$ cat src/hdl/dpw_pkg.sv
// types and constants shared by the depth pixel to world point block
// no dependencies
package dpw_pkg;

	localparam int MAX_ROWS    = 1024;
	localparam int MAX_COLS    = 1024;
	localparam int DIM_W       = 13;
	localparam int ROW_W       = 10;
	localparam int COL_W       = 10;
	localparam int DEPTH_W     = 16;
	localparam int COLOR_W     = 8;
	localparam int POINT_W     = 24;
	localparam int HALF_W      = 16;
	localparam int OFS_W       = 18;
	localparam int CFG_IDX_W   = 3;
	localparam int CFG_DATA_W  = 64;
	localparam int FIFO_DEPTH  = 4;
	localparam int FIFO_AW     = 2;

	localparam logic [DEPTH_W-1:0] DEPTH_MIN_RST = 16'd100;
	localparam logic [DEPTH_W-1:0] DEPTH_MAX_RST = 16'd3000;

	typedef enum logic [CFG_IDX_W-1:0] {
		REG_PRINCIPAL_POINT = 3'd0,
		REG_INVERSE_FOCAL   = 3'd1,
		REG_DEPTH_MIN       = 3'd2,
		REG_DEPTH_MAX       = 3'd3,
		REG_ROW_X           = 3'd4,
		REG_ROW_Y           = 3'd5,
		REG_ROW_Z           = 3'd6
	} reg_index_t;

	typedef struct packed {
		logic signed [HALF_W-1:0] t;
		logic signed [HALF_W-1:0] c2;
		logic signed [HALF_W-1:0] c1;
		logic signed [HALF_W-1:0] c0;
	} xform_row_t;

	typedef struct packed {
		logic [HALF_W-1:0]  cx;
		logic [HALF_W-1:0]  cy;
		logic [HALF_W-1:0]  ifx;
		logic [HALF_W-1:0]  ify;
		logic [DEPTH_W-1:0] depth_min;
		logic [DEPTH_W-1:0] depth_max;
		xform_row_t         row_x;
		xform_row_t         row_y;
		xform_row_t         row_z;
	} cfg_t;

	typedef struct packed {
		logic [COLOR_W-1:0] red;
		logic [COLOR_W-1:0] green;
		logic [COLOR_W-1:0] blue;
	} color_t;

	typedef struct packed {
		logic signed [OFS_W-1:0] dx;
		logic signed [OFS_W-1:0] dy;
		logic [DEPTH_W-1:0]      depth;
		color_t                  color;
	} work_t;

	typedef struct packed {
		logic full;
		logic empty;
	} fifo_stat_t;

endpackage

$ cat src/hdl/dpw_fifo.sv
// short queue between front end and back end
// depends on dpw_pkg
module dpw_fifo import dpw_pkg::*; (
	input  logic       clk,
	input  logic       arst_n,
	input  logic       push,
	input  work_t      push_data,
	input  logic       pop,
	output work_t      head,
	output fifo_stat_t stat
);

	work_t              mem_q [FIFO_DEPTH];
	logic [FIFO_AW:0]   wr_q;
	logic [FIFO_AW:0]   rd_q;

	always_ff @(posedge clk or negedge arst_n) begin
		if (!arst_n) begin
			wr_q <= '0;
			rd_q <= '0;
		end else begin
			if (push) wr_q <= wr_q + 1'b1;
			if (pop)  rd_q <= rd_q + 1'b1;
		end
	end

	always_ff @(posedge clk) begin
		if (push) mem_q[wr_q[FIFO_AW-1:0]] <= push_data;
	end

	assign head       = mem_q[rd_q[FIFO_AW-1:0]];
	assign stat.empty = (wr_q == rd_q);
	assign stat.full  = (wr_q[FIFO_AW] != rd_q[FIFO_AW])
		&& (wr_q[FIFO_AW-1:0] == rd_q[FIFO_AW-1:0]);

endmodule

$ cat config.mk
export PLATFORM = sky130hd
export DESIGN_NAME = dpw_fifo
export DESIGN_NICKNAME = d
export VERILOG_FILES = /design/src/hdl/dpw_pkg.sv /design/src/hdl/dpw_fifo.sv
export SDC_FILE = /design/constraint.sdc
export NUM_CORES = 1
export LEC_CHECK = 0
export ABC_AREA = 1
export BUFFER_PORTS_ARGS = -buffer_cell sky130_fd_sc_hd__clkbuf_2
export CAP_MARGIN = 15
export CORE_MARGIN = 2
export CORE_UTILIZATION = 49
export CTS_CLUSTER_SIZE = 16
export DETAILED_ROUTE_END_ITERATION = 10
export HOLD_SLACK_MARGIN = 0.1
export PLACE_DENSITY = 0.69
export SYNTH_ARGS = -nofsm -noshare
export SYNTH_HDL_FRONTEND = slang
export SYNTH_SLANG_ARGS = --single-unit
$ cat constraint.sdc
create_clock -name clk -period 3 [get_ports clk]
set_clock_uncertainty 0.2 [all_clocks]
set_input_delay 0.6 -clock clk [delete_from_list [all_inputs] [get_ports clk]]
set_output_delay 0.6 -clock clk [all_outputs]
set_load 0.005 [all_outputs]
==> results of run 1 <==
kinds of logic after synthesis:
family	Yosys count	share of synthesized area, %
flip-flops	310	73.81
buffers and inverters	213	8.241
XOR/XNOR	6	0.4181
AND/OR/NAND/NOR	241	7.196
AO/OA/AOI/OAI	154	9.834
adder cells (fa/ha/maj)	5	0.4977
timing repair:
item / in CTS / in global routing
buffers inserted: 0 / 4
resized for setup: 0 / 1
endpoints found under the hold margin: 312 / 0
hold buffers: 78 / 0
endpoints found under the setup margin: 0 / 2
worst paths after layout:
path	from	end	slack, ps	depth (start not counted)
max	rd_q[1]$_DFFE_PN0P_	head[53]	180	5
min	push	wr_q[0]$_DFFE_PN0P_	180	2
max reg2reg	wr_q[0]$_DFFE_PN0P_	mem_q[3][38]$_DFFE_PP_	970	4
min reg2reg	wr_q[2]$_DFFE_PN0P_	wr_q[2]$_DFFE_PN0P_	300	1
max in group asynchronous	arst_n	rd_q[0]$_DFFE_PN0P_	2210	2
min in group asynchronous	arst_n	wr_q[2]$_DFFE_PN0P_	220	2
worst register-to-register path, delay by kind of cell, from the launching register on:
| kind | cells | cell delay (ps) |
|---|---|---|
| buf+inv | 2 | 730 |
| flops | 1 | 450 |
| fa+ha+maj | 1 | 230 |
| simple gates | 1 | 130 |
layer usage:
layer / vias up / global-route usage, %
li1: 3718 / -
met4: 0 / 5.024
met1: 3524 / 21.14
met5: - / 0
met2: 186 / 31.72
met3: 40 / 3.813
metrics by stage:
stage / hold WS (ps) / area, µm²
after floorplan: 104.4 / 12570
after global placement: 232.9 / 13660
after detailed placement: 231.6 / 13660
after CTS: 149.4 / 15370
after global routing: 172.3 / 15410
final: 176.0 / 15410
registers in the layout (all words and copies together), names as in the netlist:
| name | cells |
|---|---|
| wr_q | 3 |
| mem_q | 304 |
| rd_q | 3 |
synthesized netlist by cell type:
| master | count |
|---|---|
| inv_1 | 160 |
| buf_4 | 12 |
| buf_2 | 12 |
| clkbuf_1 | 5 |
| inv_2 | 1 |
| o21ai_0 | 1 |
| o211ai_2 | 17 |
| edfxtp_1 | 304 |
| o211ai_1 | 135 |
| buf_8 | 1 |
| nand2_1 | 239 |
| nor2_1 | 2 |
| buf_6 | 22 |
| o21ai_1 | 1 |
| dfrtp_1 | 6 |
| xor2_1 | 3 |
| ha_1 | 5 |
| xnor2_1 | 3 |
final cells by class:
| class | count | share of cell area (%) |
|---|---|---|
| tap | 330 | 2.679 |
| inverter | 161 | 4.002 |
| timing repair buffer | 261 | 12.37 |
| clock inverter | 19 | 0.8442 |
| antenna | 1 | 0.01624 |
| multi-input combinational | 406 | 14.64 |
| clock buffer | 38 | 5.203 |
| sequential | 310 | 60.25 |
power groups by stage:
stage | Combinational [mW] | Sequential, mW | Clock [mW]
CTS | 4.77 | 5.91 | 3.58
global placement | 4.60 | 5.97 | 0
finish | 4.74 | 5.89 | 3.49
global route | 5.30 | 5.95 | 3.74
floorplan | 3.13 | 5.95 | 0
detailed placement | 4.67 | 6.00 | 0
==> impl_metrics.tcl, run 1 <==
set metrics [dict create \
    end_kind "output port" \
    clock_path_buffers 3 \
    die-area_um2 26950 \
    highest_layer "met4" \
    viasPerCell 4.894 \
    clk_latency_ps 540 \
    place_ws_ps 694.0 \
    sw_frac_of_total_pct 32.85 \
    fp-row-count 58 \
    wl_met1_um 9951 \
    routed_wl_um 23750 \
    power_frac_clock_pct 24.7 \
    crit_required_ps 2200 \
    worst_slack_ps 184.7 \
    seq_area_frac_synth_pct 73.81 \
    hold_violations 0 \
    finalMaxSlewViolations 0 \
    period_minus_slack_ps 2815 \
    routedWlPerCell_um 15.56 \
    power_frac_seq_pct 41.7 \
    syn-instance-count 929 \
    htreeDepth 1 \
    tightest_slew_ps 520.9 \
    grt_usage_pct 17.57 \
    min_period_over_period_pct 93.84 \
    dp_hpwl_um 13410 \
    ys_seq_elements 310 \
    dr.first_iter.drc_count 350 \
    yosys.cell_types.count 18 \
    cts_buffers 31 \
    fin_nets 1256 \
    hold_class "input port to flip-flop" \
    synth_nets 1014 \
    synth.top_cell.area_share_pct 72.62 \
    ant_nets 0 \
    setup_tns_ps 0 \
    crit_path_cell_trace "clkinv_2 > buf_4 > o211ai_1 > nand2_1 > clkbuf_2" \
    drc_errors 0 \
    netlist_area_um2 12570 \
    nFillCells 1892 \
    die_h_um 164.2 \
    clk_pin_slew_ps 60 \
    dr_wl_met3_um 1408 \
    setup_violations 0 \
    fp.dieW_um 164.2 \
    synthToLayoutAreaGrowth_pct 22.61 \
    drtPass1Iterations 5 \
    antenna_found_initial 1 \
    coreArea_um2 25180 \
    cp_max_fo 21 \
    grt_pass1_wl_um 36800 \
    combPwrFrac_pct 33.6 \
    ir_worst_vdd_mv 0.6269 \
    cts_tree "done" \
    grt_start_max_net_pins 119 \
    cp_top_family "buffers and inverters" \
    ff_latch_area_um2 9286 \
    syn_area_per_cell_um2 13.53 \
    final_common_cell "edfxtp_1" \
    gr-total-overflow 0 \
    worst-setup-path-type "flip-flop to output port" \
    max_slew_margin_pct 65.27 \
    cts.sinks 310 \
    setup.worst_path.start_class "flip-flop" \
    multiInputGateArea_um2 2256 \
    internal_power_mw 9.482 \
    pin_count 158 \
    final_core_util_pct 61.21 \
    finalNonFillerCells 1526 \
    cts_root_buf "clkbuf_16" \
    status "finished, final reports clean" \
    slowest_stage "dfrtp_4" \
    synth_area_leaders "edfxtp_1 73%, o211ai_1 8.1%, nand2_1 7.1%, inv_1 4.8%, buf_6 2.0%" \
    maxCapViolCount 0 \
    cpPeakStageDelay_ps 430 \
    p_total_mw 14.12 \
    yosys_warnings 0 \
    grt_pass1_vias 7310 \
    drive_gt1_share_pct 21.09 \
    powerDensity_nw_per_um2 916.1 \
    placed_cells 1386 \
    io_buffers 157 \
    initial_core_util_pct 49.92 \
    route.met2.wl_um 11900 \
    arrival_ps 2020 \
    layout_common_cells "304 x edfxtp_1, 239 x nand2_1, 157 x clkbuf_2" \
    clock.fmax_mhz 355.2 \
    path_buf_inv 3 \
    p_leak_nw 6.231 \
    rsz0062_at_grt "false" \
    vias 7468 \
    p_sw_mw 4.639 \
    gp_congestion 0.7049 \
    yosys.area.top_type "edfxtp_1" \
]
Power figures use the tool's default switching activity.
==> run 2: changes to the inputs <==
--- a/config.mk
+++ b/config.mk
@@ -8,12 +8,11 @@
 export ABC_AREA = 1
 export BUFFER_PORTS_ARGS = -buffer_cell sky130_fd_sc_hd__clkbuf_2
 export CAP_MARGIN = 15
-export CORE_MARGIN = 2
-export CORE_UTILIZATION = 49
+export CORE_UTILIZATION = 52
 export CTS_CLUSTER_SIZE = 16
 export DETAILED_ROUTE_END_ITERATION = 10
 export HOLD_SLACK_MARGIN = 0.1
-export PLACE_DENSITY = 0.69
+export PLACE_DENSITY = 0.73
 export SYNTH_ARGS = -nofsm -noshare
 export SYNTH_HDL_FRONTEND = slang
 export SYNTH_SLANG_ARGS = --single-unit
==> run 2 against run 1 <==
Net effect:
- utilization increased by 4.2 points
- die area decreased by 8.0%
- critical path depth increased by 2
- flip-flop and latch count unchanged
- register-to-register slack got worse by 180 ps
- largest cell class unchanged
==> impl_metrics.tcl, run 2 (synthesis results as in run 1) <==
set metrics [dict create \
    status "finished, final reports clean" \
    worstSetupPathDepth 7 \
    min_period_over_period_pct 91.52 \
    setup.worst_path.start_class "flip-flop" \
    antenna_found_initial 2 \
    worst-setup-path-type "flip-flop to output port" \
    clk_pin_slew_ps 60 \
    dr.first_iter.drc_count 424 \
    gr-total-overflow 0 \
    viasPerCell 5.049 \
    maxCapViolCount 0 \
    cpPeakStageDelay_ps 490 \
    grt_pass1_vias 7420 \
    hold_class "input port to flip-flop" \
    drtPass1Iterations 5 \
    end_kind "output port" \
    powerDensity_nw_per_um2 934.5 \
    setup_violations 0 \
    routedWlPerCell_um 15.92 \
    finalMaxSlewViolations 0 \
    gp_congestion 0.7234 \
    finalNonFillerCells 1505 \
    arrival_ps 1950 \
    fp-row-count 56 \
    r2r_slack_ps 790 \
    worst_slack_ps 254.4 \
    fin_nets 1249 \
    grt_pass1_wl_um 37350 \
    layout_common_cells "304 x edfxtp_1, 239 x nand2_1, 157 x clkbuf_2" \
    die-area_um2 24800 \
    vias 7598 \
    clock_path_buffers 3 \
    drc_errors 0 \
    cp_top_family "buffers and inverters" \
    crit_required_ps 2200 \
    dp_hpwl_um 13460 \
    die_h_um 157.5 \
    hold_violations 0 \
    max_slew_margin_pct 56.66 \
    drive_gt1_share_pct 20.86 \
    place_ws_ps 682.0 \
    placed_cells 1373 \
    place_area_um2 13670 \
    grt_start_max_net_pins 81 \
    rr_worst_depth 5 \
    cts.sinks 310 \
    ir_worst_vdd_mv 0.9295 \
    htreeDepth 1 \
    p_leak_nw 6.262 \
    grt_usage_pct 19.72 \
    tightest_slew_ps 649.4 \
    clock.fmax_mhz 364.2 \
    clk_latency_ps 540 \
    routed_wl_um 23960 \
    worst_path_most_repeated_cell "nand2_1" \
    cp_max_fo 33 \
    slowest_stage "dfrtp_4" \
    ctsResizeCount 0 \
    path_buf_inv 3 \
    cts_tree "done" \
    io_buffers 157 \
    ant_nets 0 \
    initial_core_util_pct 53.24 \
    synthToLayoutAreaGrowth_pct 22.88 \
    crit_path_cell_trace "clkinv_2 > buf_4 > nand2_1 > nand2_1 > nand2_1 > nor2_1 > clkbuf_2" \
    hold_depth 1 \
    fp.dieW_um 157.5 \
    coreArea_um2 23610 \
    final_common_cell "edfxtp_1" \
    p_total_mw 14.44 \
    setup_tns_ps 0 \
    cts_root_buf "clkbuf_16" \
    period_minus_slack_ps 2746 \
    pin_count 158 \
    cts_buffers 31 \
    fin_area_um2 15450 \
    largest_reg_flops 304 \
    rsz0062_at_grt "false" \
]
==> run 2: changes by cell type in the layout (fill, tap and decap cells not counted), moves of 2 or more <==
cell | previous run | this run
clkbuf_1 | 7 | 4
dlygate4sd3_1 | 78 | 76
buf_12 | 10 | 14
inv_4 | 3 | 0
bufinv_16 | 1 | 5
buf_4 | 15 | 6
clkinvlp_4 | 6 | 1
clkinv_2 | 8 | 12
==> run 2: metrics by stage <==
stage	hold slack [ps]	util, %
floorplan	104.4	-
global placement	236.9	57.87
detailed placement	235.9	57.87
CTS	100.0	65.35
global route	108.3	65.41
finish	126.4	65.42
==> run 2: final cells by class <==
type                    instances  area (µm²)
diodes                          2       5.005
clock buffers                  35       790.8
clock inverters                18       214.0
well taps                     319       399.1
repair buffers                254        1883
flip-flops and latches        310        9286
multi-input cells             406        2256
fillers                      1685        8165
inverters                     161       613.1
==> run 2: worst register-to-register path, stage by stage, from the launching register on <==
cell      delay [ps]
dfrtp_1          440
inv_1             90
ha_1             200
nand2_1           70
clkinv_2         510
buf_4            450
==> run 2: timing repair <==
action,CTS,global route
setup buffers,0,1
endpoints found under the setup margin,0,7
hold buffers,76,0
endpoints found under the hold margin,304,0
==> run 2: final timing paths <==
kind	start	end
worst max-delay path	rd_q[1]$_DFFE_PN0P_	stat[1]
worst min-delay path	push_data[56]	mem_q[3][56]$_DFFE_PP_
worst max register to register	wr_q[0]$_DFFE_PN0P_	mem_q[2][30]$_DFFE_PP_
worst min register to register	wr_q[2]$_DFFE_PN0P_	wr_q[2]$_DFFE_PN0P_
max in group asynchronous	arst_n	rd_q[1]$_DFFE_PN0P_
min in group asynchronous	arst_n	wr_q[0]$_DFFE_PN0P_
==> run 2: report_power, final <==
part | switching (mW) | internal (mW) | total (mW)
Combinational | 2.90 | 1.81 | 4.71
Sequential | 0.251 | 5.67 | 5.92
Clock | 1.51 | 2.30 | 3.81
Total | 4.66 | 9.78 | 14.4
==> run 2: per-layer routing <==
layer | global-route usage (%) | share of wire (%) | vias up
met5 | 0 | 0 | -
met4 | 6.288 | 2.2 | 0
met3 | 3.772 | 5.2 | 43
met2 | 35.02 | 51 | 205
met1 | 24.25 | 42 | 3650
li1 | - | - | 3700
