==> src/hdl/dpw_pkg.sv <==
// types and constants shared by the depth pixel to world point block
// no dependencies
package dpw_pkg;

	localparam int MAX_ROWS    = 1024;
	localparam int MAX_COLS    = 1024;
	localparam int DIM_W       = 13;
	localparam int ROW_W       = 10;
	localparam int COL_W       = 10;
	localparam int DEPTH_W     = 16;
	localparam int COLOR_W     = 8;
	localparam int POINT_W     = 24;
	localparam int HALF_W      = 16;
	localparam int OFS_W       = 18;
	localparam int CFG_IDX_W   = 3;
	localparam int CFG_DATA_W  = 64;
	localparam int FIFO_DEPTH  = 4;
	localparam int FIFO_AW     = 2;

	localparam logic [DEPTH_W-1:0] DEPTH_MIN_RST = 16'd100;
	localparam logic [DEPTH_W-1:0] DEPTH_MAX_RST = 16'd3000;

	typedef enum logic [CFG_IDX_W-1:0] {
		REG_PRINCIPAL_POINT = 3'd0,
		REG_INVERSE_FOCAL   = 3'd1,
		REG_DEPTH_MIN       = 3'd2,
		REG_DEPTH_MAX       = 3'd3,
		REG_ROW_X           = 3'd4,
		REG_ROW_Y           = 3'd5,
		REG_ROW_Z           = 3'd6
	} reg_index_t;

	typedef struct packed {
		logic signed [HALF_W-1:0] t;
		logic signed [HALF_W-1:0] c2;
		logic signed [HALF_W-1:0] c1;
		logic signed [HALF_W-1:0] c0;
	} xform_row_t;

	typedef struct packed {
		logic [HALF_W-1:0]  cx;
		logic [HALF_W-1:0]  cy;
		logic [HALF_W-1:0]  ifx;
		logic [HALF_W-1:0]  ify;
		logic [DEPTH_W-1:0] depth_min;
		logic [DEPTH_W-1:0] depth_max;
		xform_row_t         row_x;
		xform_row_t         row_y;
		xform_row_t         row_z;
	} cfg_t;

	typedef struct packed {
		logic [COLOR_W-1:0] red;
		logic [COLOR_W-1:0] green;
		logic [COLOR_W-1:0] blue;
	} color_t;

	typedef struct packed {
		logic signed [OFS_W-1:0] dx;
		logic signed [OFS_W-1:0] dy;
		logic [DEPTH_W-1:0]      depth;
		color_t                  color;
	} work_t;

	typedef struct packed {
		logic full;
		logic empty;
	} fifo_stat_t;

endpackage

==> src/hdl/dpw_pixel_if.sv <==
// request channel carrying one depth pixel with its position and color
// depends on dpw_pkg
interface dpw_pixel_if import dpw_pkg::*; ();
	logic               valid;
	logic               ready;
	logic [ROW_W-1:0]   pixel_row;
	logic [COL_W-1:0]   pixel_col;
	logic [DEPTH_W-1:0] depth_mm;
	logic               depth_valid;
	logic [COLOR_W-1:0] red_in;
	logic [COLOR_W-1:0] green_in;
	logic [COLOR_W-1:0] blue_in;

	modport source (output valid, pixel_row, pixel_col, depth_mm, depth_valid,
		red_in, green_in, blue_in, input ready);
	modport sink (input valid, pixel_row, pixel_col, depth_mm, depth_valid,
		red_in, green_in, blue_in, output ready);
endinterface

==> src/hdl/dpw_front.sv <==
// front end: accepts pixels, drops invalid and out of range ones, forms principal point offsets
// depends on dpw_pkg and dpw_pixel_if
module dpw_front import dpw_pkg::*; (
	input  cfg_t         cfg,
	dpw_pixel_if.sink    pixel,
	input  fifo_stat_t   stat,
	output logic         push,
	output work_t        push_data
);

	logic keep;

	assign pixel.ready = !stat.full;

	always_comb begin
		keep = pixel.depth_valid
			&& (pixel.depth_mm >= cfg.depth_min)
			&& (pixel.depth_mm <= cfg.depth_max)
			&& (DIM_W'(pixel.pixel_row) < DIM_W'(MAX_ROWS))
			&& (DIM_W'(pixel.pixel_col) < DIM_W'(MAX_COLS));
	end

	assign push = pixel.valid && pixel.ready && keep;

	always_comb begin
		push_data.dx = $signed({4'b0, pixel.pixel_col, 4'b0}) - $signed({2'b0, cfg.cx});
		push_data.dy = $signed({4'b0, pixel.pixel_row, 4'b0}) - $signed({2'b0, cfg.cy});
		push_data.depth       = pixel.depth_mm;
		push_data.color.red   = pixel.red_in;
		push_data.color.green = pixel.green_in;
		push_data.color.blue  = pixel.blue_in;
	end

endmodule

==> src/flat_wrapper.sv <==
// flat-port wrapper written by rule: the top's interface ports become plain ports
module dpw_front_flat import dpw_pkg::*;
  (cfg, stat, push, push_data, pixel_valid, pixel_pixel_row, pixel_pixel_col, pixel_depth_mm, pixel_depth_valid, pixel_red_in, pixel_green_in, pixel_blue_in, pixel_ready);
  dpw_pixel_if pixel_i ();
  input  cfg_t cfg;
  input  fifo_stat_t stat;
  output logic push;
  output work_t push_data;
  input wire logic [$bits(pixel_i.valid)-1:0] pixel_valid;
  input wire logic [$bits(pixel_i.pixel_row)-1:0] pixel_pixel_row;
  input wire logic [$bits(pixel_i.pixel_col)-1:0] pixel_pixel_col;
  input wire logic [$bits(pixel_i.depth_mm)-1:0] pixel_depth_mm;
  input wire logic [$bits(pixel_i.depth_valid)-1:0] pixel_depth_valid;
  input wire logic [$bits(pixel_i.red_in)-1:0] pixel_red_in;
  input wire logic [$bits(pixel_i.green_in)-1:0] pixel_green_in;
  input wire logic [$bits(pixel_i.blue_in)-1:0] pixel_blue_in;
  output wire logic [$bits(pixel_i.ready)-1:0] pixel_ready;
  assign pixel_i.valid = pixel_valid;
  assign pixel_i.pixel_row = pixel_pixel_row;
  assign pixel_i.pixel_col = pixel_pixel_col;
  assign pixel_i.depth_mm = pixel_depth_mm;
  assign pixel_i.depth_valid = pixel_depth_valid;
  assign pixel_i.red_in = pixel_red_in;
  assign pixel_i.green_in = pixel_green_in;
  assign pixel_i.blue_in = pixel_blue_in;
  assign pixel_ready = pixel_i.ready;
  dpw_front u_core (.cfg(cfg), .pixel(pixel_i), .stat(stat), .push(push), .push_data(push_data));
endmodule
==> config.mk <==
export PLATFORM = sky130hd
export DESIGN_NAME = dpw_front_flat
export DESIGN_NICKNAME = d
export VERILOG_FILES = /design/src/hdl/dpw_pkg.sv /design/src/hdl/dpw_pixel_if.sv /design/src/hdl/dpw_front.sv /design/src/flat_wrapper.sv
export SDC_FILE = /design/constraint.sdc
export NUM_CORES = 1
export LEC_CHECK = 0
export ABC_AREA = 1
export BUFFER_PORTS_ARGS = -buffer_cell sky130_fd_sc_hd__buf_2
export CAP_MARGIN = 20
export CELL_PAD_IN_SITES_DETAIL_PLACEMENT = 1
export CELL_PAD_IN_SITES_GLOBAL_PLACEMENT = 1
export CORE_AREA = 2 2 166 168
export DETAILED_ROUTE_END_ITERATION = 8
export DIE_AREA = 0 0 168 170
export GPL_TIMING_DRIVEN = 0
export MAX_ROUTING_LAYER = met4
export PLACE_DENSITY = 0.66
export SLEW_MARGIN = 15
export SYNTH_ARGS = -nofsm -noshare
export SYNTH_HDL_FRONTEND = slang
export SYNTH_SLANG_ARGS = --single-unit
export TNS_END_PERCENT = 30
==> constraint.sdc <==
create_clock -name vclk -period 2.89
set_clock_uncertainty 0.15 [all_clocks]
set_input_delay 0.1445 -clock vclk [all_inputs]
set_output_delay 0.1445 -clock vclk [all_outputs]
set_load 0.01 [all_outputs]
==> impl_metrics.ini, run 1 <==
[layout]
clockBufferCount = 0
final_common_cell = buf_2
drive_gt1_share_pct = 42.0
num-nets-final = 1017
regArea_um2 = 0
final_cell_mix = 181 x buf_2, 84 x inv_1, 84 x nand2_1, 54 x ha_1, 44 x buf_4
area_growth_pct = 50.9
final_area_um2 = 3970
seq_cells = 0

[global_route]
grt_pass1_wl_mm = 16.8
use_met1_pct = 10.2
grt_pass1_vias = 3198
grt_util_all_layers_pct = 7.56
grt.busiest_layer = met2
grt_max_degree = 7
antenna_found_initial = 4
overflow = 0
met2_usage_pct = 11.7
grt_use_met3_pct = 2.37

[floorplanning]
rows = 60
coreArea_um2 = 26700
die_area_um2 = 28600
io_pins = 430
die_w_um = 168
start_util_pct = 9.86
die_h_um = 170

[timing]
finalSetupTns_ps = 0
post-route-period-util_pct = 64.6
slew_violations = 0
rsz0062_at_grt = false
setup_viol = 0
finalHoldViolations = 0
tightest_slew_ps = 318
max_freq_ghz = 0.536
min_period_ps = 1870
slew_headroom_pct = 78.8

[detailed_routing]
wire_per_inst_um = 11.8
wirelength_mm = 11.3
vias = 3272
postRouteAntennaNets = 0
drt_iter0_drc = 63
drc = 0
first_pass_iters = 4
vias_per_cell = 3.44

[logic_synthesis]
syn_avg_cell_area_um2 = 6.14
synth-adder-area-share_pct = 25.7
muxShareOfSynthArea_pct = 0
ys_warn_count = 0
synth_compound_area_share_pct = 14.7
yosysSeqAreaShare_pct = 0
synthSimpleGateAreaFrac_pct = 26.1
synthCells = 428
synth_xor_area_share_pct = 8.00
syn_nets = 834
ys_types = 28
synth_top_family_by_area = simple AND/OR/NAND/NOR gates
netlist_area_um2 = 2630

[power]
total_power_mw = 0.706
leakage_nw = 2.38
peakVddDrop_v = 0.0000866
power.density_nw_per_um2 = 178

[setup_path]
crit_arrival_ps = 1570
critPathMaxFanout = 5
cp-end-kind = primary output
critPathLaunch = pixel_pixel_col[3]
critical_path_required_ps = 2600
crit_type = input port to primary output
start_kind = input port

[placement]
io_buffers = 181
hpwlAfterDp_mm = 10.7
globalplace.congestion = 0.829
place_area_um2 = 3960

[min_path]
holdCritPathClass = input port to primary output
hold_start = pixel_blue_in[2]

[outcome]
status = completed

[job]
maxCapViolations = 0

[clocking]
cts_resized = 0
post-cts-setup-buffers = 0
cts_hold_buf = 0
cells by family (layout without fill, tap and decap cells):
logic type / Yosys count / in the layout
fa+ha+maj: 54 / 54
other cells: 0 / 2
buf+inv: 134 / 315
xor+xnor: 24 / 24
compound gates: 61 / 61
simple gates: 155 / 155
synthesized netlist by cell type, drive strengths merged, types with 2 or more instances:
master	number	area (um2)
a31oi	2	12.5
a21oi	35	194
o211ai	2	25.0
nand4	3	18.8
nor2	35	136
inv	90	338
nor3	2	10.0
buf	44	330
nand2	90	363
xor2	18	158
and2	2	12.5
nand3	22	140
o21bai	3	22.5
a21o	5	37.5
xnor2	6	52.6
ha	54	676
o21ai	13	87.6
cell type report:
type               instances  area [um2]
repair buffers           181         906
plain buffers             44         330
well taps                341         427
multi-input cells        294        1960
inverters                 90         338
fillers                 3375       22700
diodes                     2        5.00
path summary, 6_finish.rpt:
| path | endpoint | slack, ps | depth (start not counted) |
|---|---|---|---|
| worst max-delay path | push_data[75] | 1020 | 9 |
| worst min-delay path | push_data[2] | 320 | 2 |
metrics by stage:
step,util (%),hold WS (ps),setup WS (ps),std cells
final,14.9,323,1020,952
after global routing,14.9,325,863,952
after CTS,14.9,324,994,950
after detailed placement,14.9,324,992,950
after global placement,14.9,324,982,950
after floorplan,-,187,1330,428
critical path, cell delays in order:
cell	delay, ps
buf_2	100
ha_1	370
a21oi_1	310
o21bai_1	150
nand2_1	80
nand3_1	110
nand3_1	110
buf_4	100
buf_2	110
where the power goes:
group / switching, mW / total, mW / leakage [nW] / internal, mW
clock network: 0 / 0.0000000927 / 0.0000127 / 0.0000000927
registers: 0 / 0 / 0 / 0
logic: 0.393 / 0.706 / 2.38 / 0.313
per-layer routing:
metal	up-vias	part of all wire, %
met5	-	0
met4	0	0.37
met3	2	11
met2	156	41
met1	1441	47
li1	1673	-
(Power assumes the default switching activity.)
==> run 2, diff against run 1 <==
--- a/config.mk
+++ b/config.mk
@@ -10,12 +10,12 @@
 export CAP_MARGIN = 20
 export CELL_PAD_IN_SITES_DETAIL_PLACEMENT = 1
 export CELL_PAD_IN_SITES_GLOBAL_PLACEMENT = 1
-export CORE_AREA = 2 2 166 168
+export CORE_AREA = 2 2 167 169
 export DETAILED_ROUTE_END_ITERATION = 8
-export DIE_AREA = 0 0 168 170
+export DIE_AREA = 0 0 169 171
 export GPL_TIMING_DRIVEN = 0
 export MAX_ROUTING_LAYER = met4
-export PLACE_DENSITY = 0.66
+export PLACE_DENSITY = 0.67
 export SLEW_MARGIN = 15
 export SYNTH_ARGS = -nofsm -noshare
 export SYNTH_HDL_FRONTEND = slang
==> constraint.sdc (replaced) <==
create_clock -name vclk -period 1.6
set_clock_uncertainty 0.15 [all_clocks]
set_input_delay 0.08 -clock vclk [all_inputs]
set_output_delay 0.08 -clock vclk [all_outputs]
set_load 0.01 [all_outputs]
==> run 2 against run 1 <==
Against the previous run:
- the flow now finishes with violations (setup timing)
- final cell count rose by 1.6%
- power up 130%
- worst setup slack worse by 1000 ps
- worst hold slack got worse by 130 ps
- design area increased by 22%
- wire length rose by 1.7%
- global-route usage fell by 0.33 points
- flip-flop and latch count is the same
- sequential share of layout area stayed put
- first-iteration DRC count down 25%
- utilization up 2.8 points
- critical endpoint is now push_data[50]
==> impl_metrics.ini, run 2 (synthesis gave the netlist of run 1 again) <==
[outcome]
status = finished with violations
failed_checks = setup timing

[placement]
hpwlAfterDp_mm = 9.85
place_area_um2 = 3970
dpl.cell_count = 955
io_buffers = 181
globalplace.congestion = 0.797

[layout]
regArea_um2 = 0
final_cell_count_no_fill = 967
final_cell_mix = 167 x buf_2, 71 x inv_1, 69 x nand2_1, 54 x buf_4, 29 x ha_4
fill_cells = 3385
final_util_pct = 17.7
final_area_um2 = 4830
seq_cells = 0
area_growth_pct = 83.9
num-nets-final = 1028
clockBufferCount = 0
drive_gt1_share_pct = 57.6
final_common_cell = buf_2

[global_route]
grt_util_all_layers_pct = 7.23
overflow = 0
grt_max_degree = 7
grt_pass1_vias = 3382
grt_pass1_wl_mm = 16.5
antenna_found_initial = 3

[setup_path]
critical_path_required_ps = 1370
crit_end = push_data[50]
slowest_delay_ps = 310
crit_chain = buf_2 -> ha_4 -> nand2_4 -> o21ai_4 -> nand2_2 -> nor2_2 -> nor2_1 -> xnor2_1 -> buf_2
crit_family = adder cells
crit_buf_inv = 2
critPathLaunch = pixel_pixel_row[1]
crit_type = input port to primary output
crit_slowest_cell = ha_4
cp-end-kind = primary output
crit_arrival_ps = 1370
critPathMaxFanout = 4
start_kind = input port
cp_num_cells = 9
crit_path_frequent_cell = buf_2

[detailed_routing]
first_pass_iters = 3
postRouteAntennaNets = 0
drt_iter0_drc = 47
vias = 3357
wire_per_inst_um = 11.8
wirelength_mm = 11.4
drc = 0
vias_per_cell = 3.47

[timing]
holdWs_ps = 193
finalHoldViolations = 0
tightest_slew_ps = 211
setup_viol = 1
slew_headroom_pct = 85.9
post-route-period-util_pct = 100
max_freq_ghz = 0.624
postLayoutSetupSlackWorst_ps = -2.85
slew_violations = 0
rsz0062_at_grt = true
min_period_ps = 1600

[floorplanning]
start_util_pct = 9.62
rows = 61
io_pins = 430
die_w_um = 169
coreArea_um2 = 27300
die_h_um = 171
die_area_um2 = 28900

[power]
power.density_nw_per_um2 = 337
peakVddDrop_v = 0.000178
leakage_nw = 2.53

[min_path]
holdCritPathClass = input port to primary output

[job]
maxCapViolations = 0
run 2: cell type report:
cell class	instances	area, um2	area share (%)
multi-input combinational	294	2630	54.4
inverter	90	340	7.04
timing repair buffer	192	1090	22.6
antenna	1	2.50	0.0518
buffer	44	334	6.92
tap	346	433	8.96
run 2: where the power goes:
group	internal (mW)	switching [mW]
Sequential	0	0
Clock	0.0000000836	0
Combinational	0.775	0.851
Total	0.775	0.851
run 2: how the worst min path moves through the flow:
stage / from / endpoint / slack, ps / depth (start not counted)
4_1_cts: pixel_blue_in[2] / push_data[2] / 190 / 2
5_1_grt: pixel_green_in[5] / push_data[13] / 200 / 2
2_1_floorplan: stat[1] / pixel_ready / 60 / 1
3_5_place_dp: pixel_blue_in[2] / push_data[2] / 190 / 2
3_3_place_gp: pixel_red_in[3] / push_data[19] / 190 / 2
6_report: pixel_blue_in[2] / push_data[2] / 190 / 2
run 2: timing repair:
| item | in CTS | in global routing |
|---|---|---|
| buffers inserted | 4 | 7 |
| endpoints found under the setup margin | 23 | 21 |
| hold buffers | 0 | 0 |
| pin swaps | 26 | 37 |
| gates resized for setup | 65 | 83 |
| endpoints found under the hold margin | 0 | 0 |
run 2: routing by layer:
metal	up-vias	global-route usage, %	wire, um
met4	0	0	14
met1	1504	10.0	5360
met2	157	12.2	5230
met5	-	-	0
li1	1694	-	-
met3	2	0.671	838
run 2: stage by stage:
step	setup slack, ps	setup TNS [ps]	total power, mW
4_1_cts	-7.64	-8.85	1.46
5_1_grt	-102	-753	1.80
3_5_place_dp	-196	-1780	1.29
2_1_floorplan	167	0	0.780
6_report	-2.85	-2.85	1.63
3_3_place_gp	-138	-1560	1.27
