File: src/hdl/dpw_pkg.sv
// types and constants shared by the depth pixel to world point block
// no dependencies
package dpw_pkg;

	localparam int MAX_ROWS    = 1024;
	localparam int MAX_COLS    = 1024;
	localparam int DIM_W       = 13;
	localparam int ROW_W       = 10;
	localparam int COL_W       = 10;
	localparam int DEPTH_W     = 16;
	localparam int COLOR_W     = 8;
	localparam int POINT_W     = 24;
	localparam int HALF_W      = 16;
	localparam int OFS_W       = 18;
	localparam int CFG_IDX_W   = 3;
	localparam int CFG_DATA_W  = 64;
	localparam int FIFO_DEPTH  = 4;
	localparam int FIFO_AW     = 2;

	localparam logic [DEPTH_W-1:0] DEPTH_MIN_RST = 16'd100;
	localparam logic [DEPTH_W-1:0] DEPTH_MAX_RST = 16'd3000;

	typedef enum logic [CFG_IDX_W-1:0] {
		REG_PRINCIPAL_POINT = 3'd0,
		REG_INVERSE_FOCAL   = 3'd1,
		REG_DEPTH_MIN       = 3'd2,
		REG_DEPTH_MAX       = 3'd3,
		REG_ROW_X           = 3'd4,
		REG_ROW_Y           = 3'd5,
		REG_ROW_Z           = 3'd6
	} reg_index_t;

	typedef struct packed {
		logic signed [HALF_W-1:0] t;
		logic signed [HALF_W-1:0] c2;
		logic signed [HALF_W-1:0] c1;
		logic signed [HALF_W-1:0] c0;
	} xform_row_t;

	typedef struct packed {
		logic [HALF_W-1:0]  cx;
		logic [HALF_W-1:0]  cy;
		logic [HALF_W-1:0]  ifx;
		logic [HALF_W-1:0]  ify;
		logic [DEPTH_W-1:0] depth_min;
		logic [DEPTH_W-1:0] depth_max;
		xform_row_t         row_x;
		xform_row_t         row_y;
		xform_row_t         row_z;
	} cfg_t;

	typedef struct packed {
		logic [COLOR_W-1:0] red;
		logic [COLOR_W-1:0] green;
		logic [COLOR_W-1:0] blue;
	} color_t;

	typedef struct packed {
		logic signed [OFS_W-1:0] dx;
		logic signed [OFS_W-1:0] dy;
		logic [DEPTH_W-1:0]      depth;
		color_t                  color;
	} work_t;

	typedef struct packed {
		logic full;
		logic empty;
	} fifo_stat_t;

endpackage

File: src/hdl/dpw_cfg.sv
// configuration register file, written through a plain write port
// depends on dpw_pkg
module dpw_cfg import dpw_pkg::*; (
	input  logic                  clk,
	input  logic                  arst_n,
	input  logic                  cfg_we,
	input  logic [CFG_IDX_W-1:0]  cfg_index,
	input  logic [CFG_DATA_W-1:0] cfg_data,
	output cfg_t                  cfg
);

	cfg_t cfg_q;

	always_ff @(posedge clk or negedge arst_n) begin
		if (!arst_n) begin
			cfg_q.cx        <= '0;
			cfg_q.cy        <= '0;
			cfg_q.ifx       <= '0;
			cfg_q.ify       <= '0;
			cfg_q.depth_min <= DEPTH_MIN_RST;
			cfg_q.depth_max <= DEPTH_MAX_RST;
			cfg_q.row_x     <= '0;
			cfg_q.row_y     <= '0;
			cfg_q.row_z     <= '0;
		end else if (cfg_we) begin
			case (reg_index_t'(cfg_index))
				REG_PRINCIPAL_POINT: begin
					cfg_q.cx <= cfg_data[15:0];
					cfg_q.cy <= cfg_data[31:16];
				end
				REG_INVERSE_FOCAL: begin
					cfg_q.ifx <= cfg_data[15:0];
					cfg_q.ify <= cfg_data[31:16];
				end
				REG_DEPTH_MIN: cfg_q.depth_min <= cfg_data[DEPTH_W-1:0];
				REG_DEPTH_MAX: cfg_q.depth_max <= cfg_data[DEPTH_W-1:0];
				REG_ROW_X:     cfg_q.row_x <= xform_row_t'(cfg_data);
				REG_ROW_Y:     cfg_q.row_y <= xform_row_t'(cfg_data);
				REG_ROW_Z:     cfg_q.row_z <= xform_row_t'(cfg_data);
				default: ;
			endcase
		end
	end

	assign cfg = cfg_q;

endmodule

File: config.mk
export PLATFORM = sky130hd
export DESIGN_NAME = dpw_cfg
export DESIGN_NICKNAME = d
export VERILOG_FILES = /design/src/hdl/dpw_pkg.sv /design/src/hdl/dpw_cfg.sv
export SDC_FILE = /design/constraint.sdc
export NUM_CORES = 1
export LEC_CHECK = 0
export BUFFER_PORTS_ARGS = -buffer_cell sky130_fd_sc_hd__buf_2
export CORE_MARGIN = 1
export CORE_UTILIZATION = 34
export DETAILED_ROUTE_END_ITERATION = 6
export PLACE_DENSITY = 0.58
export SLEW_MARGIN = 25
export SYNTH_ARGS = -nofsm -noshare
export SYNTH_HDL_FRONTEND = slang
export SYNTH_SLANG_ARGS = --single-unit
File: constraint.sdc
create_clock -name clk -period 0.8 [get_ports clk]
set_input_delay 0.08 -clock clk [delete_from_list [all_inputs] [get_ports clk]]
set_output_delay 0.08 -clock clk [all_outputs]
set_load 0.005 [all_outputs]
==> out/qor.txt, run 1 <==
Achievable frequency -> 811.5 MHz
Setup TNS -> -103.62 ns
CTS Buf Count -> 34
Post-layout min period -> 1.232 ns
Die Area -> 0.03344 mm^2
Post-synthesis sequential area ratio -> 64.91%
DRC -> 0
Post-synth top area share -> 62.55%
Data arrival time of the worst path -> 1.15 ns
Pre-antenna DRT Iters -> 4
Number of I/O port buffers -> 357
Clock insertion delay at the later pin of the skew report -> 0.51 ns
Dpl hpwl -> 20200 um
CP peak stage delay -> 0.54 ns
Clock sink count -> 288
Area grow syn2layout -> 61.53%
PwrDens -> 2639 mW/mm^2
Slew headroom -> 77.91%
CTS root buffer -> clkbuf_16
Synth Instances -> 614
Fin crit share -> 154.0%
Clk buf depth -> 3
End-of-flow core utilization -> 56.35%
Die width -> 182.9 um
CP Capture Type -> output pin
Antenna Cells -> 0
CTS tree -> built
Synth area leaders -> dfrtp_1, mux2_2, mux2_4, dfstp_2, mux2_1
Maxcap violations -> 0
H-tree Lvls -> 2
First-pass GRT wire length -> 49120 um
Cells along the critical path -> buf_2
Setup WS post-layout -> -0.4323 ns
DR vias -> 7730
Max FFs per register -> 288
Maximum fanout along the worst path -> 2
Crit path buf inv count -> 1
Status -> finished, violations left
HP Class -> in2async
Setup Viol. Count Final -> 509
Yosys warns -> 0
Static Leak -> 9.105 nW
Crit-path slowest cell -> dfstp_2
Final Skew -> 0 ns
Top Family by Delay on Critical Path -> flip-flops
Worst-path clk slew -> 0.06 ns
Post-synth EDFFs -> 0
Register bit total from synthesis -> 288
Core area -> 0.03188 mm^2
Die height -> 182.9 um
DRT antenna net count -> 0
GRT Util Overall -> 19.07%
Top post-synthesis cells by count -> dfrtp_1, mux2_2, mux2_4
Drt wl/cell -> 20.06 um
Largest net degree at the start of global routing -> 39
Detailed Route WL -> 33800 um
Gr ovfl total -> 0
Worst Setup Path Type -> reg2out
VDD IR max -> 1.981 mV
WP data required -> 0.72 ns
Initial antenna violation count -> 0
Startpoint types -> flop
Most common cell in the synthesized netlist -> dfrtp_1
Least-Margin Pin Slew -> 0.3308 ns
Failing checks -> setup timing
Ys flop type -> dfrtp_1
Vias in the first global route -> 8144
Syn nets -> 684
RSZ-0062 raised after global routing -> true
Area leader, netlist -> dfrtp_1
Mapped cell area -> 0.01112 mm^2
DRT iter0 DRCs -> 230
Nets -> 1296
Via/cell ratio -> 4.588
Row count -> 65
Fin. max-slew vios -> 0
I/O pin count -> 358
GP Congestion -> 0.7556
Initial Util -> 34.89%
Synth async-reset ratio -> 100.0%
Avg Inst Size Synth -> 18.11 um^2
Unique masters post-synth -> 16
Final Hold Viols -> 0
Ratio of cells with drive above 1 in the final layout -> 71.84%
## cell families (layout without fill, tap and decap cells)
logic type             count (synthesis)  count (layout)  share of synthesized area, %
DFF                                  288             288                         64.91
buffers and inverters                 31             667                         3.049
and+or+nand+nor                        7               7                        0.8550
muxes                                288             288                         31.18
## final timing paths
path	start	to	slack (ns)	cells past startpoint
max	cfg[214]	cfg[214]	-0.43	1
min	arst_n	cfg[106]	0.10	3
max reg2reg	cfg[133]	cfg[133]	-0.20	3
min reg2reg	cfg[100]	cfg[100]	0.50	1
max in group asynchronous	arst_n	cfg[100]	0.22	4
min in group clk	cfg_index[2]	cfg[207]	0.26	4
## layer usage
| metal | GRT usage, % | part of all wire [%] | vias to the layer above |
|---|---|---|---|
| li1 | - | - | 3408 |
| met1 | 24.07 | 42 | 3986 |
| met2 | 32.05 | 49 | 282 |
| met3 | 5.679 | 7.4 | 54 |
| met4 | 4.667 | 1.9 | 0 |
| met5 | 0 | 0 | - |
## worst reg2reg max path, cell delays in order, from the launching register on
cell and delay [ns]:
dfrtp_1 0.40, buf_6 0.13, buf_6 0.10, mux2_4 0.26
## metrics by stage
stage	setup WS, ns	total power [W]	cell area, um^2	hold slack, ns	cells
global route	-0.4774	0.04966	17960	0.09211	1685
finish	-0.4323	0.04740	17960	0.1041	1685
detailed placement	-0.6652	0.02887	14030	0.001031	1428
CTS	-0.4556	0.04600	17130	0.07909	1638
floorplan	-0.3351	0.02372	11380	-0.2156	614
global placement	-0.6367	0.02871	14030	-0.0009678	1428
## area by class of cell
cell class	count	area [um^2]
clock buffer	48	973.4
fill	2550	13920
sequential	288	7219
clock inverter	12	110.1
tap	435	544.3
multi-input combinational	295	4227
timing repair buffer	607	4891
## cells in the final DEF, fill, tap and decap left out
cell type      Yosys  routed
clkbuf_8           0       7
bufinv_16          0       1
nand4b_1           2       2
mux2_2           214      61
buf_16             0       4
clkbuf_1           0       7
buf_8              0      12
nand4b_4           0       1
dlygate4sd3_1      0      65
inv_8              0       1
mux2_4            60     227
buf_4             10      68
buf_12             6      36
and4bb_4           0       1
nor4bb_4           0       2
dfstp_2           10      10
inv_6              0       2
dfrtp_1          278     278
clkbuf_16          0      39
clkinv_8           0       1
clkinv_2           0       7
nor4b_4            1       1
buf_2              3     336
buf_6             11      81
## what timing repair did
action / in CTS / in global routing
pin swaps: 4 / 4
gates resized for setup: 135 / 139
hold endpoints to repair: 576 / 0
buffers inserted: 76 / 73
gates cloned: 11 / 4
hold buffers: 65 / 0
setup endpoints to repair: 498 / 515
## power breakdown
group | switching (W) | total, W | internal, W
sequential | 0.00186 | 0.0197 | 0.0179
clock | 0.00607 | 0.0149 | 0.00887
combinational | 0.00425 | 0.0127 | 0.00847
total | 0.0122 | 0.0474 | 0.0352
Note: power is estimated with default switching activity, not from simulation.
==> inputs of run 2 (changes only) <==
--- a/config.mk
+++ b/config.mk
@@ -5,6 +5,7 @@
 export SDC_FILE = /design/constraint.sdc
 export NUM_CORES = 1
 export LEC_CHECK = 0
+export ABC_AREA = 1
 export BUFFER_PORTS_ARGS = -buffer_cell sky130_fd_sc_hd__buf_2
 export CORE_MARGIN = 1
 export CORE_UTILIZATION = 34
==> run 2 against run 1 <==
  * The run ends with hold timing, setup timing left
  * Worst setup slack got worse by 0.049 ns
  * Hold slack got worse by 0.13 ns
  * Flip-flop and latch count unchanged
  * Power decreased by 8.6%
  * Largest cell class unchanged
==> out/qor.txt, run 2 <==
HP Class -> in2async
Startpoint types -> flop
DR vias -> 10580 (+37%)
Synth area leaders -> dfrtp_1, nand2_1, nand3_1, dfstp_2, buf_2
Worst-path clk slew -> 0.06 ns (about the same)
Most common cell in the synthesized netlist -> nand2_1
H-tree Lvls -> 1 (-1)
First-pass GRT wire length -> 59930 um (+22%)
Crit-path slowest cell -> dfstp_2
Start point of the critical path -> cfg[196]
CTS root buffer -> clkbuf_16
Post-synthesis sequential area ratio -> 65.08% (+0.17 points)
Largest net degree at the start of global routing -> 51 (+31%)
Vias in the first global route -> 10460 (+28%)
Row count -> 65 (unchanged)
Slew headroom -> 75.51% (-2.4 points)
RSZ-0062 raised after global routing -> true
Fin crit share -> 160.2% (+6.1 points)
Yosys warns -> 0 (unchanged)
Die Area -> 0.03335 mm^2 (-0.26%)
Data arrival time of the worst path -> 1.20 ns (+0.05 ns)
Clk buf depth -> 3 (unchanged)
CP Depth -> 1 (unchanged)
Clock sink count -> 288 (unchanged)
Top post-synthesis cells by count -> nand2_1, dfrtp_1, nand3_1
DRC -> 0 (unchanged)
Mapped cell area -> 0.01109 mm^2 (-0.26%)
Final Skew -> 0 ns (unchanged)
PwrDens -> 2569 mW/mm^2 (-2.6%)
Post-synth top area share -> 62.71% (+0.16 points)
Nets -> 1900 (+47%)
Crit path to -> cfg[196]
Syn nets -> 1316 (+92%)
Area leader, netlist -> dfrtp_1
Failing checks -> hold timing, setup timing
Ys flop type -> dfrtp_1
Total power -> 0.04334 W (-8.6%)
Register bit total from synthesis -> 288 (unchanged)
Worst Setup Path Type -> reg2out
Commonest non-fill, non-tap cells in the layout -> nand2_1, buf_2, dfrtp_1
Core area -> 0.03180 mm^2 (-0.26%)
Fin. max-slew vios -> 0 (unchanged)
CP Capture Type -> output pin
Die height -> 182.6 um (-0.13%)
Setup Viol. Count Final -> 315 (-38%)
Unique masters post-synth -> 12 (-4)
GRT Util Overall -> 22.91% (+3.8 points)
Top Family by Delay on Critical Path -> flip-flops
Crit path buf inv count -> 1 (unchanged)
Design area -> 0.01687 mm^2 (-6.1%)
DRT antenna net count -> 0 (unchanged)
Initial antenna violation count -> 2 (+2)
Via/cell ratio -> 4.622 (+0.75%)
Final Hold Viols -> 11 (+11)
Post-synth EDFFs -> 0 (unchanged)
Status -> finished, violations left
Flop2flop setup slack -> -0.05 ns (+0.15 ns)
WHS -> -0.02447 ns (-0.1286 ns)
I/O pin count -> 358 (unchanged)
Setup WS post-layout -> -0.4814 ns (-0.04909 ns)
Dpl hpwl -> 25150 um (+25%)
Die width -> 182.6 um (-0.13%)
Static Leak -> 9.633 nW (+5.8%)
Maximum fanout along the worst path -> 2 (unchanged)
Ratio of cells with drive above 1 in the final layout -> 34.45% (-37 points)
Drt wl/cell -> 16.89 um (-16%)
Hold buffers post-CTS -> 65 (unchanged)
Number of I/O port buffers -> 357 (unchanged)
Worst Reg-to-Reg Cells -> 4 (+1)
Gr ovfl total -> 0 (unchanged)
Detailed Route WL -> 38670 um (+14%)
Cells along the critical path -> buf_2
CTS Buf Count -> 31 (-8.8%)
DRT iter0 DRCs -> 603 (+160%)
CP peak stage delay -> 0.54 ns (about the same)
Area grow syn2layout -> 52.09%
Achievable frequency -> 780.4 MHz (-3.8%)
Placement Cell Area -> 0.01395 mm^2 (-0.57%)
Maxcap violations -> 0 (unchanged)
GP Congestion -> 0.8233 (+9.0%)
Critical R2R Capture -> cfg[162]
End-of-flow core utilization -> 53.06% (-3.3 points)
Max FFs per register -> 288 (unchanged)
CTS tree -> built
Avg Inst Size Synth -> 8.903 um^2 (-51%)
DP Worst Slack -> -0.3715 ns (+0.2938 ns)
Clock insertion delay at the later pin of the skew report -> 0.55 ns (+0.04 ns)
Most common cell after layout, fill and taps aside -> nand2_1
Pre-antenna DRT Iters -> 5 (+1)
Post-layout min period -> 1.281 ns (+0.04909 ns)
Least-Margin Pin Slew -> 0.3661 ns (+0.03530 ns)
Synth async-reset ratio -> 100.0% (unchanged)
Start of the worst register-to-register path -> cfg[162]
WP data required -> 0.72 ns (about the same)
Synth Instances -> 1246 (+100%)
Initial Util -> 34.88% (about the same)
VDD IR max -> 1.689 mV (-15%)
run 2: changes by cell type after synthesis, sizes merged, moves of 7 or more:
| cell | change |
|---|---|
| nand2 | +732 |
| mux2 | -288 |
| nand3 | +144 |
| clkbuf | +28 |
| buf | +10 |
| nor2 | +7 |
run 2: repair_timing:
item                       in CTS  in global routing
setup buffers                  79                 66
setup endpoints to repair     288                288
hold endpoints to repair      576                 11
cloned                          0                  0
pin swaps                       0                 10
resized for setup               9                 27
run 2: layout make-up:
type | count | area, um^2
timing repair buffer | 620 | 4454
fill | 2906 | 14930
antenna | 2 | 5.005
clock buffer | 49 | 933.4
tap | 435 | 544.3
inverter | 6 | 22.52
multi-input combinational | 883 | 3610
clock inverter | 6 | 82.58
sequential | 288 | 7219
run 2: through the flow:
| step | TNS [ns] | std cells |
|---|---|---|
| after floorplan | -1.960 | 1246 |
| after global placement | -67.73 | 2022 |
| after detailed placement | -74.58 | 2022 |
| after CTS | -107.27 | 2221 |
| after global routing | -113.08 | 2287 |
| final | -99.79 | 2289 |
run 2: worst min path at each step:
stage / startpoint / slack [ns] / to / cells after the start
finish: arst_n / -0.02 / cfg[77] / 2
floorplan: arst_n / -0.22 / cfg[0] / 0
CTS: arst_n / -0.04 / cfg[77] / 2
global route: arst_n / -0.03 / cfg[77] / 2
detailed placement: arst_n / -0.04 / cfg[75] / 1
global placement: arst_n / -0.05 / cfg[77] / 1
run 2: report_power, final:
part | internal [W] | switching [W] | total, W
logic | 0.00539 | 0.00471 | 0.0101
clock network | 0.00855 | 0.00574 | 0.0143
registers | 0.0174 | 0.00158 | 0.0190
run 2: routing by layer:
| layer | track usage (%) | part of all wire (%) | vias up | wire, um |
|---|---|---|---|---|
| met5 | 0 | 0.034 | - | 13 |
| met4 | 6.353 | 2.5 | 2 | 974 |
| met3 | 4.869 | 7.2 | 64 | 2774 |
| met2 | 37.56 | 47 | 408 | 18160 |
| met1 | 30.63 | 43 | 5074 | 16740 |
| li1 | - | - | 5032 | - |
run 2: cell families after synthesis:
| group | Yosys count | share of synthesized area (%) |
|---|---|---|
| buffers and inverters | 75 | 3.282 |
| AND/OR/NAND/NOR | 883 | 31.64 |
| flip-flops | 288 | 65.08 |
